File: config.mk
export PLATFORM = sky130hd
export DESIGN_NAME = orsm_ram
export DESIGN_NICKNAME = d
export VERILOG_FILES = /design/src/rtl/orsm_ram.sv
export SDC_FILE = /design/constraint.sdc
export NUM_CORES = 2
export LEC_CHECK = 0
export BUFFER_PORTS_ARGS = -buffer_cell sky130_fd_sc_hd__buf_2
export CORE_UTILIZATION = 30
export DETAILED_ROUTE_END_ITERATION = 8
export GPL_TIMING_DRIVEN = 0
export MAX_ROUTING_LAYER = met4
export PLACE_DENSITY = 0.52
export SYNTH_ARGS = -nofsm -noshare
export SYNTH_HDL_FRONTEND = slang
export SYNTH_SLANG_ARGS = --single-unit
File: constraint.sdc
create_clock -name i_clk -period 8.05 [get_ports i_clk]
set_input_delay 0 -clock i_clk [delete_from_list [all_inputs] [get_ports i_clk]]
set_output_delay 0 -clock i_clk [all_outputs]
set_load 0.03 [all_outputs]
File: src/rtl/orsm_ram.sv
// Simple dual-port memory: one write port, one registered read port.
// Generic storage used by the range-sum unit; no package dependency.
module orsm_ram #(
    parameter int WIDTH = 32,
    parameter int DEPTH = 64,
    parameter int AW = 6
) (
    input  logic             i_clk,
    input  logic             i_wr_en,
    input  logic [AW-1:0]    i_wr_addr,
    input  logic [WIDTH-1:0] i_wr_data,
    input  logic             i_rd_en,
    input  logic [AW-1:0]    i_rd_addr,
    output logic [WIDTH-1:0] o_rd_data
);

    logic [WIDTH-1:0] r_mem [DEPTH];
    logic [WIDTH-1:0] r_rd_data;

    always_ff @(posedge i_clk) begin
        if (i_wr_en) begin
            r_mem[i_wr_addr] <= i_wr_data;
        end
        if (i_rd_en) begin
            r_rd_data <= r_mem[i_rd_addr];
        end
    end

    assign o_rd_data = r_rd_data;

endmodule

* After elaboration in Yosys (flattened, before gate mapping) *
Memory sizes are Yosys's and may differ from the RTL's. A register that Yosys moved wholly into a read port is not among the register bits.
Index checks and enable logic that the tools add are counted.

cells by class
  mux-type cells = 2

operators with widths
  operator           number
  two-way mux 1 bit  2

word-level totals
  input port bits = 47
  logic and storage cells = 3
  flip-flop bits (word level) = 0
  output and inout bits = 32
  bits in writable memories = 2048
  memories kept = 1

memories
  name   depth  bits a word  read ports  clocked after memory_dff  write ports  RTL line  source
  r_mem  64     32           1           1                         1            17        logic [WIDTH-1:0] r_mem [DEPTH];

* Depth between registers and ports, before layout *
  depth after elaboration = 2
  depth in mapped cells = 10

* Worst setup path before layout *
Ideal clock, no wire load.

  path type = input-to-reg
  start point = in i_wr_addr[3]
  end point = mem r_mem[48][0] (enable)
  setup time = 0.461 ns
  required time = 7.589 ns
  slack = 4.890 ns
  data arrival time = 2.699 ns
  cell stages on the path = 4
  path buffers = 1
  path through = clkbuf_1 > nor2b_1 > nand4b_1 > nor3_1

RTL lines
  what         RTL line  source
  from (decl)  10        input logic [AW-1:0] i_wr_addr,
  to (decl)    17

No word-level cell before the write port.

==> reports/metrics.cfg <==
[outcome]
outcome = finished with violations
violations = max-capacitance violations, max-slew violations

[worst_setup_path]
crit_top_cell = buf_2
ff2ff_setup_slack_ns = 5.11
critPathMaxFanout = 12
worstPathRequired_ns = 8.58
crit_type = input pin to flop
reg2reg_depth = 4
path_cells = buf_2, buf_2, buf_2, buf_1, nand3b_1, o221ai_1, a21oi_1, a21oi_1, nor2_1
max_stage_delay_ns = 0.91
cp_data_arrival_time_ns = 4.55
endpoint_kind = flop
reg2reg_from = r_mem[15][11]
slowest_stage = buf_1
rr_endpoint = o_rd_data[11]
critPathLaunchType = input pin

[sta]
max_slew_margin = -0.07521
worst_slew_pin_slew_ns = 1.613
timing.final.crit_period_ns = 4.020
rsz0062_at_grt = false
slew_viol_final = 33
finalSetupViolCount = 0
fmaxAchievable_ghz = 0.2488
fin_skew_ns = 0.03230
hold_viol_final = 0
setup_slack_ns = 4.030
timing.setup.tns_ns = 0
post-route-period-util = 0.4994

[die]
dieArea_sq_mm = 0.2648
fp.dieH_microns = 514.6
coreArea_sq_mm = 0.2604
initial_utilization = 0.3027
io_pins = 79
dieWidth_microns = 514.6
fp-row-count = 187

[clock_network]
cts_setup_buffers = 0
h-tree-depth = 4
clk_pin_slew_ns = 0.06
root_buffer = clkbuf_16
cts_tree = built
worstSkewPairLatency_ns = 0.86
cts_buffer_depth = 3
numClockSinks = 2080
cts_buffers = 214

[yosys]
yosysMostFrequentCell = edfxtp_1
synth_compound_area_frac = 0.01666
synth_cells = 3324
synthAdderAreaFrac = 0
yosys_warnings = 0
async_flop_share = 0
ys_ff_latch = 2080
synth_area_leaders = edfxtp_1, mux4_2, mux2i_1
syn_area_per_cell_sq_um = 23.72
post-synth-top-area-fraction = 0.7923
synth_edf_count = 2080
synthesis.nets = 3371
seq_area_frac_synth = 0.7923
yosysTopAreaCell = edfxtp_1
netlist_area_sq_mm = 0.07884
synth_common_cells = edfxtp_1, mux4_2, nor2_1
synthMuxAreaShare = 0.1672
synth.distinct_cells = 33
synth_xor_area_frac = 0
synth_simple_gate_area_frac = 0.01260
synthFlopType = edfxtp_1
synth_top_family_by_area = multiplexers

[hold_path]
whs_path_depth = 1
min_from = i_wr_data[26]
whs_endpoint = r_mem[25][26]
hold_class = input pin to flop

[cells_and_area]
n_fill_cell = 23630
areaGrowthSynthToFinish_pct = 18.25
regArea_sq_mm = 0.06246
final_layout_size_suffix_gt1_frac = 0.2944
multiInputGateArea_sq_mm = 0.01597
nets = 3784

[grt]
grt_pass1_wl_microns = 336900
antenna_found_initial = 27
grt_overflow = 0
grt_usage = 0.1946
grt_pass1_vias = 38160
grt_max_degree = 65

[routing]
viasPerCell = 5.256
routedWlPerCell_microns = 34.01
vias = 39030
drc = 0
dr.pass1.iters = 5
finalWirelength_microns = 252500
drt_iter0_drc = 5661
final_antenna_net_count = 0

[job]
cap_violations = 3

[pwr]
powerDensity_mw_per_mm2 = 247.1
leakagePower_uw = 0.02846
ir_drop_mv = 0.1787

[placed_design]
gp_congestion = 0.8550
numPortBuffers = 70
dp_slack_ns = 3.198
hpwl_microns = 163700

[cell type report]
cell class,instances,area share
Sequential cell,2080,0.6700
Multi-Input combinational cell,1062,0.1713
Clock buffer,263,0.06010
Tap cell,3496,0.04692
Timing Repair Buffer,197,0.02942
Clock inverter,132,0.01241
Buffer,182,0.009529
Antenna cell,13,0.0003490
[registers in the layout (all words and copies together) (netlist names)]
register and cells:
o_rd_data 32, r_mem 2048
[cells by family (layout without fill, tap and decap cells)]
logic type | Yosys count | count (layout)
buffers and inverters | 182 | 774
and+or+nand+nor | 223 | 223
AOI/OAI and AO/OA | 202 | 202
muxes | 637 | 637
other | 0 | 13
DFF | 2080 | 2080
[how the worst max path moves through the flow]
| stage | start | endpoint | slack, ns | cells after the start |
|---|---|---|---|---|
| 5_1_grt | i_rd_addr[1] | o_rd_data[13] | 4.12 | 9 |
| 3_3_place_gp | i_wr_addr[3] | r_mem[48][15] | 1.03 | 4 |
| 6_report | i_rd_addr[1] | o_rd_data[13] | 4.03 | 9 |
| 3_5_place_dp | i_rd_addr[1] | o_rd_data[13] | 3.20 | 9 |
| 2_1_floorplan | i_wr_addr[3] | r_mem[48][0] | 4.89 | 4 |
| 4_1_cts | i_rd_addr[1] | o_rd_data[13] | 4.10 | 9 |
[what timing repair did]
item                       4_1_cts  5_1_grt
resized for setup                0        0
setup endpoints to repair        0        0
hold endpoints to repair      1028      448
hold buffers                    24        7
[worst max-delay path: cells and delay by family]
family | cells | cell delay, ns
compound gates | 3 | 1.37
buf+inv | 4 | 2.26
simple gates | 2 | 0.88
[power by group]
part,internal [uW],switching (uW)
Combinational,418,924
Sequential,12000,19.6
Clock,5420,4240
[stage by stage]
step	instance area, sq um	std cells	util	hold WS, ns	power [uW]
2_1_floorplan	78840	3324	-	0.09887	12880
3_3_place_gp	83560	6890	0.3209	0.4801	13560
3_5_place_dp	86090	6985	0.3306	0.4772	13610
4_1_cts	93090	7404	0.3575	0.0001089	23180
5_1_grt	93220	7422	0.3580	0.03835	23600
6_report	93220	7425	0.3580	0.02860	23040
[metal layers]
layer / wire length, microns / GRT usage / up-vias
li1: - / - / 15190
met1: 101900 / 0.2537 / 21610
met2: 123300 / 0.3108 / 1879
met3: 19020 / 0.03130 / 349
met4: 8201 / 0.06292 / 0
met5: 0 / - / -
[cells in the final DEF (no fill, tap or decap), drive strengths merged, types with 26 or more instances in the layout]
cell            n
edfxtp       2080
mux4          544
clkbuf        337
buf           274
nor2          137
clkinv        107
mux2i          93
o22ai          84
a21oi          62
dlygate4sd3    31
o221ai         27
nand2          26
Note: power is estimated with default switching activity, not from simulation.
