==> src/rtl/orsm_pkg.sv <==
// Shared types and constants for the offline range-sum unit.
// Holds the input and result transfer structs; no dependencies.
package orsm_pkg;

    localparam int IDX_W = 10;
    localparam int VAL_W = 32;
    localparam int QNUM_W = 6;

    localparam logic FUNC_ELEMENT = 1'b0;
    localparam logic FUNC_QUERY = 1'b1;

    typedef struct packed {
        logic                     func;
        logic signed [VAL_W-1:0]  value;
        logic [IDX_W-1:0]         left_index;
        logic [IDX_W-1:0]         right_index;
        logic                     batch_end;
    } t_in;

    typedef struct packed {
        logic [QNUM_W-1:0]        query_number;
        logic signed [VAL_W-1:0]  range_sum;
        logic                     invalid;
        logic                     final_answer;
    } t_out;

endpackage

==> src/rtl/orsm_div.sv <==
// Restoring divider, one quotient bit per cycle, for the query block number.
// Uses orsm_pkg for the index width.
module orsm_div #(
    parameter int DW = 6
) (
    input  logic                        i_clk,
    input  logic                        i_rst_n,
    input  logic                        i_start,
    input  logic [orsm_pkg::IDX_W-1:0]  i_dividend,
    input  logic [DW-1:0]               i_divisor,
    output logic                        o_done,
    output logic [orsm_pkg::IDX_W-1:0]  o_quot
);
    import orsm_pkg::*;

    localparam int CNT_W = $clog2(IDX_W + 1);

    logic [IDX_W-1:0] r_num;
    logic [DW-1:0]    r_rem;
    logic [DW-1:0]    r_div;
    logic [CNT_W-1:0] r_cnt;
    logic             r_busy;
    logic             r_done;
    logic [DW:0]      shifted;
    logic             fits;

    assign shifted = {r_rem[DW-1:0], r_num[IDX_W-1]};
    assign fits = shifted >= {1'b0, r_div};

    always_ff @(posedge i_clk) begin
        if (!i_rst_n) begin
            r_busy <= 1'b0;
            r_done <= 1'b0;
            r_cnt <= '0;
        end else begin
            r_done <= 1'b0;
            if (i_start) begin
                r_busy <= 1'b1;
                r_cnt <= '0;
                r_num <= i_dividend;
                r_rem <= '0;
                r_div <= i_divisor;
            end else if (r_busy) begin
                r_rem <= fits ? DW'(shifted - {1'b0, r_div}) : shifted[DW-1:0];
                r_num <= {r_num[IDX_W-2:0], fits};
                r_cnt <= r_cnt + 1'b1;
                if (r_cnt == CNT_W'(IDX_W - 1)) begin
                    r_busy <= 1'b0;
                    r_done <= 1'b1;
                end
            end
        end
    end

    assign o_done = r_done;
    assign o_quot = r_num;

endmodule

==> config.mk <==
export PLATFORM = sky130hd
export DESIGN_NAME = orsm_div
export DESIGN_NICKNAME = d
export VERILOG_FILES = /design/src/rtl/orsm_pkg.sv /design/src/rtl/orsm_div.sv
export SDC_FILE = /design/constraint.sdc
export NUM_CORES = 1
export LEC_CHECK = 0
export BUFFER_PORTS_ARGS = -buffer_cell sky130_fd_sc_hd__buf_2
export CORE_ASPECT_RATIO = 1.5
export CORE_UTILIZATION = 50
export DETAILED_ROUTE_END_ITERATION = 6
export PLACE_DENSITY = 0.72
export SLEW_MARGIN = 20
export SYNTH_ARGS = -nofsm -noshare
export SYNTH_HDL_FRONTEND = slang
export SYNTH_SLANG_ARGS = --single-unit
==> constraint.sdc <==
create_clock -name i_clk -period 5.2 [get_ports i_clk]
set_clock_uncertainty 0.2 [all_clocks]
set_input_delay 0.26 -clock i_clk [delete_from_list [all_inputs] [get_ports i_clk]]
set_output_delay 0.26 -clock i_clk [all_outputs]
set_load 0.05 [all_outputs]
-- After elaboration in Yosys (flattened, before gate mapping)
Cells that the tools add are included.
- register bits after elaboration: 28
- latch bits: 0
- memory bits (writable): 0
- ROM bits: 0
- bits of input ports: 19
- output and inout port bits: 11
- memories: 0
- add/subtract/negate cells: 2
- multipliers: 0
- div/mod/pow operators: 0
- magnitude comparators: 1
- eq/ne operators: 1
- shifts and indexed selects: 0
- mux-type cells: 8
- bitwise operators: 2
- reduce and logical (&&, ||, !) cells: 5
- operators with widths (kind ; number):
    $mux W10 ; 2
    $mux W6 ; 2
    $ge A7 B6 Y1 ; 1
    $sub A6 B6 Y6 ; 1
    $add A4 B1 Y4 const B ; 1
    $eq A4 B4 Y1 const B ; 1
    $mux W1 ; 4
    $reduce_and A2 Y1 ; 2
    $reduce_or A3 Y1 ; 1
    $not A1 Y1 ; 2
    $reduce_bool A2 Y1 ; 1
    $reduce_or A2 Y1 ; 1

-- Depth between registers and ports, before layout
Gate-level depths: netlist of run 1.
- depth after elaboration: 4
- gate-level depth with buffers: 8

-- Worst setup path before layout of run 1
No wires, ideal clock.
- path type: register to register
- start: register r_num[9] (netlist: o_quot[9])
- end: register r_num[0] (netlist: o_quot[0]), data pin
- library setup time: 0.260 ns
- data arrival time: 1.869 ns
- data required time: 4.740 ns
- path slack: 2.871 ns
- cell stages (with the launch flop): 7
- clock period less this slack: 2.329 ns
- path through: edfxtp_1 inv_1 ha_1 nand2b_1 a31oi_1 o21ai_4 mux2_2
- cells in the longest elaborated chain, start to end: 3
- RTL lines (what ; RTL line ; RTL):
    from (decl) ; orsm_div.sv:18 ; logic [IDX_W-1:0] r_num;
    from (signal assigned) ; orsm_div.sv:40 ; r_num <= i_dividend;
    from (signal assigned) ; orsm_div.sv:45 ; r_num <= {r_num[IDX_W-2:0], fits};
    $ge A7 B6 Y1 ; orsm_div.sv:28 ; assign fits = shifted >= {1'b0, r_div};
    $mux W10 ; orsm_div.sv:43 ; end else if (r_busy) begin
    $mux W10 ; orsm_div.sv:37 ; if (i_start) begin
No other way between the ends. The select of a mux whose other input is x is not followed.
A chain may end at the register's enable or synchronous reset.

-- Worst setup path after layout of run 1
- start: register r_rem[1]
- end: register r_num[0] (netlist: o_quot[0]), data pin
- cells in the longest elaborated chain, start to end: 3
- RTL lines (what ; RTL line ; RTL):
    from (decl) ; orsm_div.sv:19 ; logic [DW-1:0] r_rem;
    from (signal assigned) ; orsm_div.sv:44 ; r_rem <= fits ? DW'(shifted - {1'b0, r_div}) : shifted[DW-1:0];
    $ge A7 B6 Y1 ; orsm_div.sv:28 ;
    $mux W10 ; orsm_div.sv:43 ;
    $mux W10 ; orsm_div.sv:37 ;
No other way between the ends. The select of a mux whose other input is x is not followed.

==> results.ini, run 1 <==
[clock_network]
cts_root_buffer = clkbuf_8
clock_latency_ns = 0.27
clock_sinks = 28
clk_pin_slew_ns = 0.09
cts-htree-levels = 1
cts_resized = 0
cts_buffers = 3
cts_tree = done
clk_path_buf_depth = 2

[pwr]
peakVddDrop_mv = 0.3000
intPower_w = 0.0003623
cellPowerDensity_mw_per_mm2 = 296.6
swShare = 0.2774
total_power_w = 0.0005014
p_leak_nw = 0.7005
p_seq_frac = 0.537
clockPowerShare = 0.235
comb_power_share = 0.227
switchingPower_w = 0.0001391

[route]
antenna_left = 0
num_vias = 945
post_drt_wl_per_cell_um = 13.07
wl_um = 2391
drc = 0
routed_via_density = 5.164
firstDrtPassIters = 4
drt_iter0_drc = 38

[floorplanning]
initial_utilization = 0.5255
fp.dieH_um = 66.96
core-area_mm2 = 0.002676
die_area_mm2 = 0.003033
boundaryPins = 30
rows = 23
die_x_um = 45.30

[logic_synthesis]
synth.distinct_cells = 31
async_reset_ff_frac = 0
synth_area_mm2 = 0.001406
synth.top_cell.area_share = 0.4698
synth_seq_area_share = 0.5552
synth_nets = 139
ys_top_cells_by_area = edfxtp_1 (47%), dfxtp_1 (8.5%), ha_1 (8.0%)
synth_common_cells = edfxtp_1 (22), mux2_2 (10), ha_1 (9), inv_1 (9), nor2_1 (9)
syn_area_per_cell_um2 = 12.78
synth-main-ff-cell = edfxtp_1
synth_edf_count = 22
yosysWarningCount = 0
synth.most_common_cell = edfxtp_1
ys_ff_latch = 28
synth_top_cell_by_area = edfxtp_1
postSynthCellCount = 110

[sta]
max-slew-margin-rel = 0.5290
fin_crit_sh = 0.4120
setup_viol = 0
max_slew.worst_pin.slew_ns = 0.7065
layout_min_cycle_time_ns = 2.143
final_hold_viol_count = 0
fmax_mhz = 466.7
finalSetupTns_ns = 0
rsz0062_at_grt = false
slew_viol_final = 0

[worst_setup_path]
arrival_ns = 1.97
reg2reg_slack_ns = 3.06
crit_type = register to register
rr_endpoint = o_quot[0]$_DFFE_PP_
cp_max_fo = 10
start_kind = register
rr_worst_depth = 5
worstReg2RegStart = r_rem[1]$_SDFFCE_PP0P_
required_ns = 5.03
cp-end-kind = register
crit_path_start = r_rem[1]$_SDFFCE_PP0P_

[global_routing]
grt_max_degree = 18
grt-busiest-layer = met2
gr-total-overflow = 0
first_global_vias = 973
grtUsageMet3 = 0.02981
antenna_found_initial = 0
use_met2 = 0.2953
track_usage = 0.1814
grt.met1_usage = 0.2135
grt_pass1_wl_um = 3877

[place]
port_buffers = 29
place_congestion = 0.8159
place_inst = 173
hpwl_um = 1831

[final_layout]
synthToLayoutAreaGrowth_pct = 20.20
diodes = 0
multi_input_area_um2 = 579.3
drive_above_1_share = 0.3082
register_area_um2 = 780.7
fin_nets = 176
final.fill_count = 219
stdcell_count = 183

[hold_path]
hold_depth = 2
holdCritStartpoint = i_dividend[8]
min_to = o_quot[8]$_DFFE_PP_
min_path_type = primary input to register

[run]
cap_violations = 0

[outcome]
status = finished, final reports clean

## logic make-up (layout without fill, tap and decap cells)
group           after synthesis  count (layout)  share of synthesized area
mux                          12              12                    0.09431
xor+xnor                      5               5                    0.03114
fa+ha+maj                    10              10                    0.09431
compound gates               19              19                     0.1121
flops                        28              28                     0.5552
simple gates                 24              24                    0.08007
buf+inv                      12              48                    0.03292
## worst max path at each step
stage	end	slack, ns	depth (start not counted)
floorplan	o_quot[0]$_DFFE_PP_	2.87	6
global placement	o_quot[0]$_DFFE_PP_	3.05	5
detailed placement	o_quot[0]$_DFFE_PP_	3.06	5
CTS	o_quot[0]$_DFFE_PP_	3.04	5
global route	o_quot[0]$_DFFE_PP_	2.93	5
finish	o_quot[0]$_DFFE_PP_	3.06	5
## cell usage in the layout (no fill, tap or decap), types with 4 or more instances in the layout
cell type / netlist / layout
dfxtp_1: 6 / 6
dlygate4sd3_1: 0 / 6
inv_1: 9 / 9
nor2_1: 9 / 9
o21a_1: 4 / 4
edfxtp_1: 22 / 22
mux2_2: 10 / 10
nand2_1: 6 / 6
ha_1: 9 / 9
buf_2: 1 / 29
## critical path: stages (launching register included)
cell,delay [ns]
edfxtp_1,0.41
ha_1,0.40
a21o_1,0.20
a31oi_1,0.24
o21ai_4,0.16
mux2_2,0.28
## what timing repair did
item | CTS | global route
hold buffers | 6 | 0
buffers inserted | 0 | 0
hold endpoints to repair | 6 | 0
## power groups by stage
stage | combinational [W] | sequential (W) | clock (W)
2_1_floorplan | 0.0000693 | 0.000290 | 0
6_report | 0.000114 | 0.000269 | 0.000118
5_1_grt | 0.000125 | 0.000272 | 0.000130
3_5_place_dp | 0.000111 | 0.000275 | 0
3_3_place_gp | 0.000109 | 0.000274 | 0
4_1_cts | 0.000115 | 0.000270 | 0.000121
## layer usage
layer	wire length (um)	share of wire
met5	0	0
met4	69	0.029
met3	79	0.033
met2	1217	0.51
met1	1024	0.43
## per-stage QoR
stage               utilization  cell area [um2]  setup slack (ns)  hold WS (ns)
finish                   0.6316             1690             3.057       0.07733
global route             0.6316             1690             2.927       0.07334
CTS                      0.6316             1690             3.044       0.07667
detailed placement       0.5923             1585             3.056        0.2381
global placement         0.5923             1585             3.054        0.2366
floorplan                     -             1406             2.871        0.1589
## sequential cells by signal, indices dropped and copies added (netlist names)
name and count:
o_quot 10, r_rem 6, r_busy 1, o_done 1
r_div 6, r_cnt 4
## cell type report
cell class	instances	share of cell area
Clock inverter	1	0.002221
Sequential cell	28	0.4619
Multi-Input combinational cell	70	0.3427
Tap cell	37	0.02739
Clock buffer	3	0.02443
Inverter	9	0.01999
Timing Repair Buffer	35	0.1214
(Power assumes the default switching activity.)
==> inputs of run 2 (changes only) <==
==> constraint.sdc (replaced) <==
create_clock -name i_clk -period 2.2 [get_ports i_clk]
set_clock_uncertainty 0.2 [all_clocks]
set_input_delay 0.11 -clock i_clk [delete_from_list [all_inputs] [get_ports i_clk]]
set_output_delay 0.11 -clock i_clk [all_outputs]
set_load 0.05 [all_outputs]
==> results.ini, run 2 (synthesis results as in run 1) <==
[floorplanning]
fp.dieH_um = 66.96  ; unchanged
die_area_mm2 = 0.003033  ; unchanged
die_x_um = 45.30  ; unchanged
core-area_mm2 = 0.002676  ; unchanged
initial_utilization = 0.5255  ; unchanged
rows = 23  ; unchanged
boundaryPins = 30  ; unchanged

[pwr]
cellPowerDensity_mw_per_mm2 = 679.8  ; +130%
peakVddDrop_mv = 0.5832  ; +94%
total_power_w = 0.001313  ; +160%
p_leak_nw = 0.7887  ; +13%

[worst_setup_path]
rr_endpoint = o_quot[0]$_DFFE_PP_
cp_max_fo = 5  ; -5
worst-path-buf-inv = 1  ; +1
path_depth = 6  ; +1
cp-end-kind = register
cp_cell_sequence = ha_4 > a21o_1 > a211oi_2 > o21ai_4 > buf_4 > mux2_2
rr_worst_depth = 6  ; +1
reg2reg_slack_ns = 0.08  ; -2.98 ns
worstReg2RegStart = r_rem[3]$_SDFFCE_PP0P_
crit_path_start = r_rem[3]$_SDFFCE_PP0P_
required_ns = 2.03  ; -3.00 ns
critPathCapture = o_quot[0]$_DFFE_PP_
start_kind = register
critPathMaxStageDelay_ns = 0.46  ; +0.05 ns
slowest_stage = edfxtp_1
crit_type = register to register
path_delay_family = compound AO/OA/AOI/OAI gates
arrival_ns = 1.95  ; -0.02 ns

[route]
routed_via_density = 5.080  ; -1.6%
post_drt_wl_per_cell_um = 14.54  ; +11%
wl_um = 2908  ; +22%
antenna_left = 0  ; unchanged
num_vias = 1016  ; +7.5%
drc = 0  ; unchanged
firstDrtPassIters = 4  ; unchanged
drt_iter0_drc = 33  ; -13%

[sta]
setup_ws_ns = 0.08009  ; -2.977 ns
setup_viol = 0  ; unchanged
max-slew-margin-rel = 0.7527  ; +0.2237
fin_crit_sh = 0.9636  ; +0.5516
final_hold_viol_count = 0  ; unchanged
max_slew.worst_pin.slew_ns = 0.3709  ; -0.3356 ns
layout_min_cycle_time_ns = 2.120  ; -0.02265 ns
fmax_mhz = 471.7  ; +1.1%
slew_viol_final = 0  ; unchanged

[place]
hpwl_um = 1841  ; +0.56%
pre_cts_ws_ns = 0.03833  ; -3.018 ns
place_congestion = 0.7433  ; -8.9%
port_buffers = 29  ; unchanged

[global_routing]
gr-total-overflow = 0  ; unchanged
grt_pass1_wl_um = 4581  ; +18%
track_usage = 0.2142  ; +0.03288
first_global_vias = 1001  ; +2.9%
grt_max_degree = 17  ; -1
antenna_found_initial = 0  ; unchanged

[final_layout]
final_cell_mix = buf_2 (29), edfxtp_1 (22), dlygate4sd3_1 (16)
diodes = 0  ; unchanged
drive_above_1_share = 0.3804  ; +0.07215
fin_nets = 193  ; +9.7%
synthToLayoutAreaGrowth_pct = 37.28
final_common_cell = buf_2
largest_reg_flops = 10  ; unchanged

[clock_network]
clock_sinks = 28  ; unchanged
cts-htree-levels = 1  ; unchanged
clk_path_buf_depth = 2  ; unchanged
cts_buffers = 3  ; unchanged
clock_latency_ns = 0.27  ; about the same
clk_pin_slew_ns = 0.09  ; about the same
cts_root_buffer = clkbuf_8
cts_tree = done

[run]
cap_violations = 0  ; unchanged

[outcome]
status = finished, final reports clean

[hold_path]
min_path_type = primary input to register

## run 2: changes by cell type in the layout (fill, tap and decap cells not counted), moves of 2 or more
cell / previous run / this run
buf_4: 0 / 6
ha_4: 0 / 3
ha_1: 9 / 5
inv_2: 0 / 2
inv_1: 9 / 7
dlygate4sd3_1: 6 / 16
## run 2: how the worst min path moves through the flow
stage / start / depth (start not counted) / end / slack [ns]
3_5_place_dp: i_divisor[4] / 1 / r_div[4]$_DFFE_PP_ / 0.09
3_3_place_gp: i_divisor[4] / 1 / r_div[4]$_DFFE_PP_ / 0.09
6_report: i_rst_n / 3 / r_cnt[2]$_SDFFE_PP0P_ / 0.003
4_1_cts: i_rst_n / 3 / r_cnt[2]$_SDFFE_PP0P_ / 0.006
2_1_floorplan: i_divisor[0] / 0 / r_div[0]$_DFFE_PP_ / 0.009
5_1_grt: i_rst_n / 3 / r_cnt[3]$_SDFFE_PP0P_ / 0.01
## run 2: per-stage QoR
stage | utilization | hold WS, ns | std cells | TNS (ns) | cell area, um2
floorplan | - | 0.008869 | 110 | -0.02898 | 1434
global placement | 0.6054 | 0.08674 | 174 | 0 | 1620
detailed placement | 0.6054 | 0.09191 | 174 | 0 | 1620
CTS | 0.6858 | 0.006390 | 194 | 0 | 1836
global route | 0.7214 | 0.01340 | 200 | -0.004060 | 1931
finish | 0.7214 | 0.002924 | 200 | 0 | 1931
## run 2: repair_timing
action / in CTS / in global routing
hold buffers: 16 / 0
endpoints found under the hold margin: 16 / 0
setup buffers: 0 / 6
endpoints found under the setup margin: 0 / 6
resized for setup: 0 / 8
## run 2: cell type report
type / instances / area (um2)
well taps: 37 / 46.29
inverters: 9 / 33.78
clock buffers: 4 / 55.05
multi-input cells: 70 / 644.4
repair buffers: 52 / 370.4
flip-flops and latches: 28 / 780.7
fillers: 181 / 745.7
## run 2: tightest hold or removal path, delay by kind of cell
family / cells / cell delay (ns)
simple gates: 2 / 0.21
buf+inv: 1 / 0.11
## run 2: routing by layer
layer | track usage | wire length [um] | vias to the layer above
met1 | 0.2734 | 1289 | 485
met3 | 0.03794 | 99 | 2
met4 | 0.07955 | 23 | 0
met5 | 0 | 0 | -
li1 | - | - | 504
met2 | 0.3533 | 1496 | 25
## run 2: report_power, final
part,total [W],internal (W),switching [W]
Combinational,0.000353,0.000173,0.000180
Clock,0.000320,0.000160,0.000160
Sequential,0.000639,0.000616,0.0000230
Total,0.00131,0.000949,0.000363
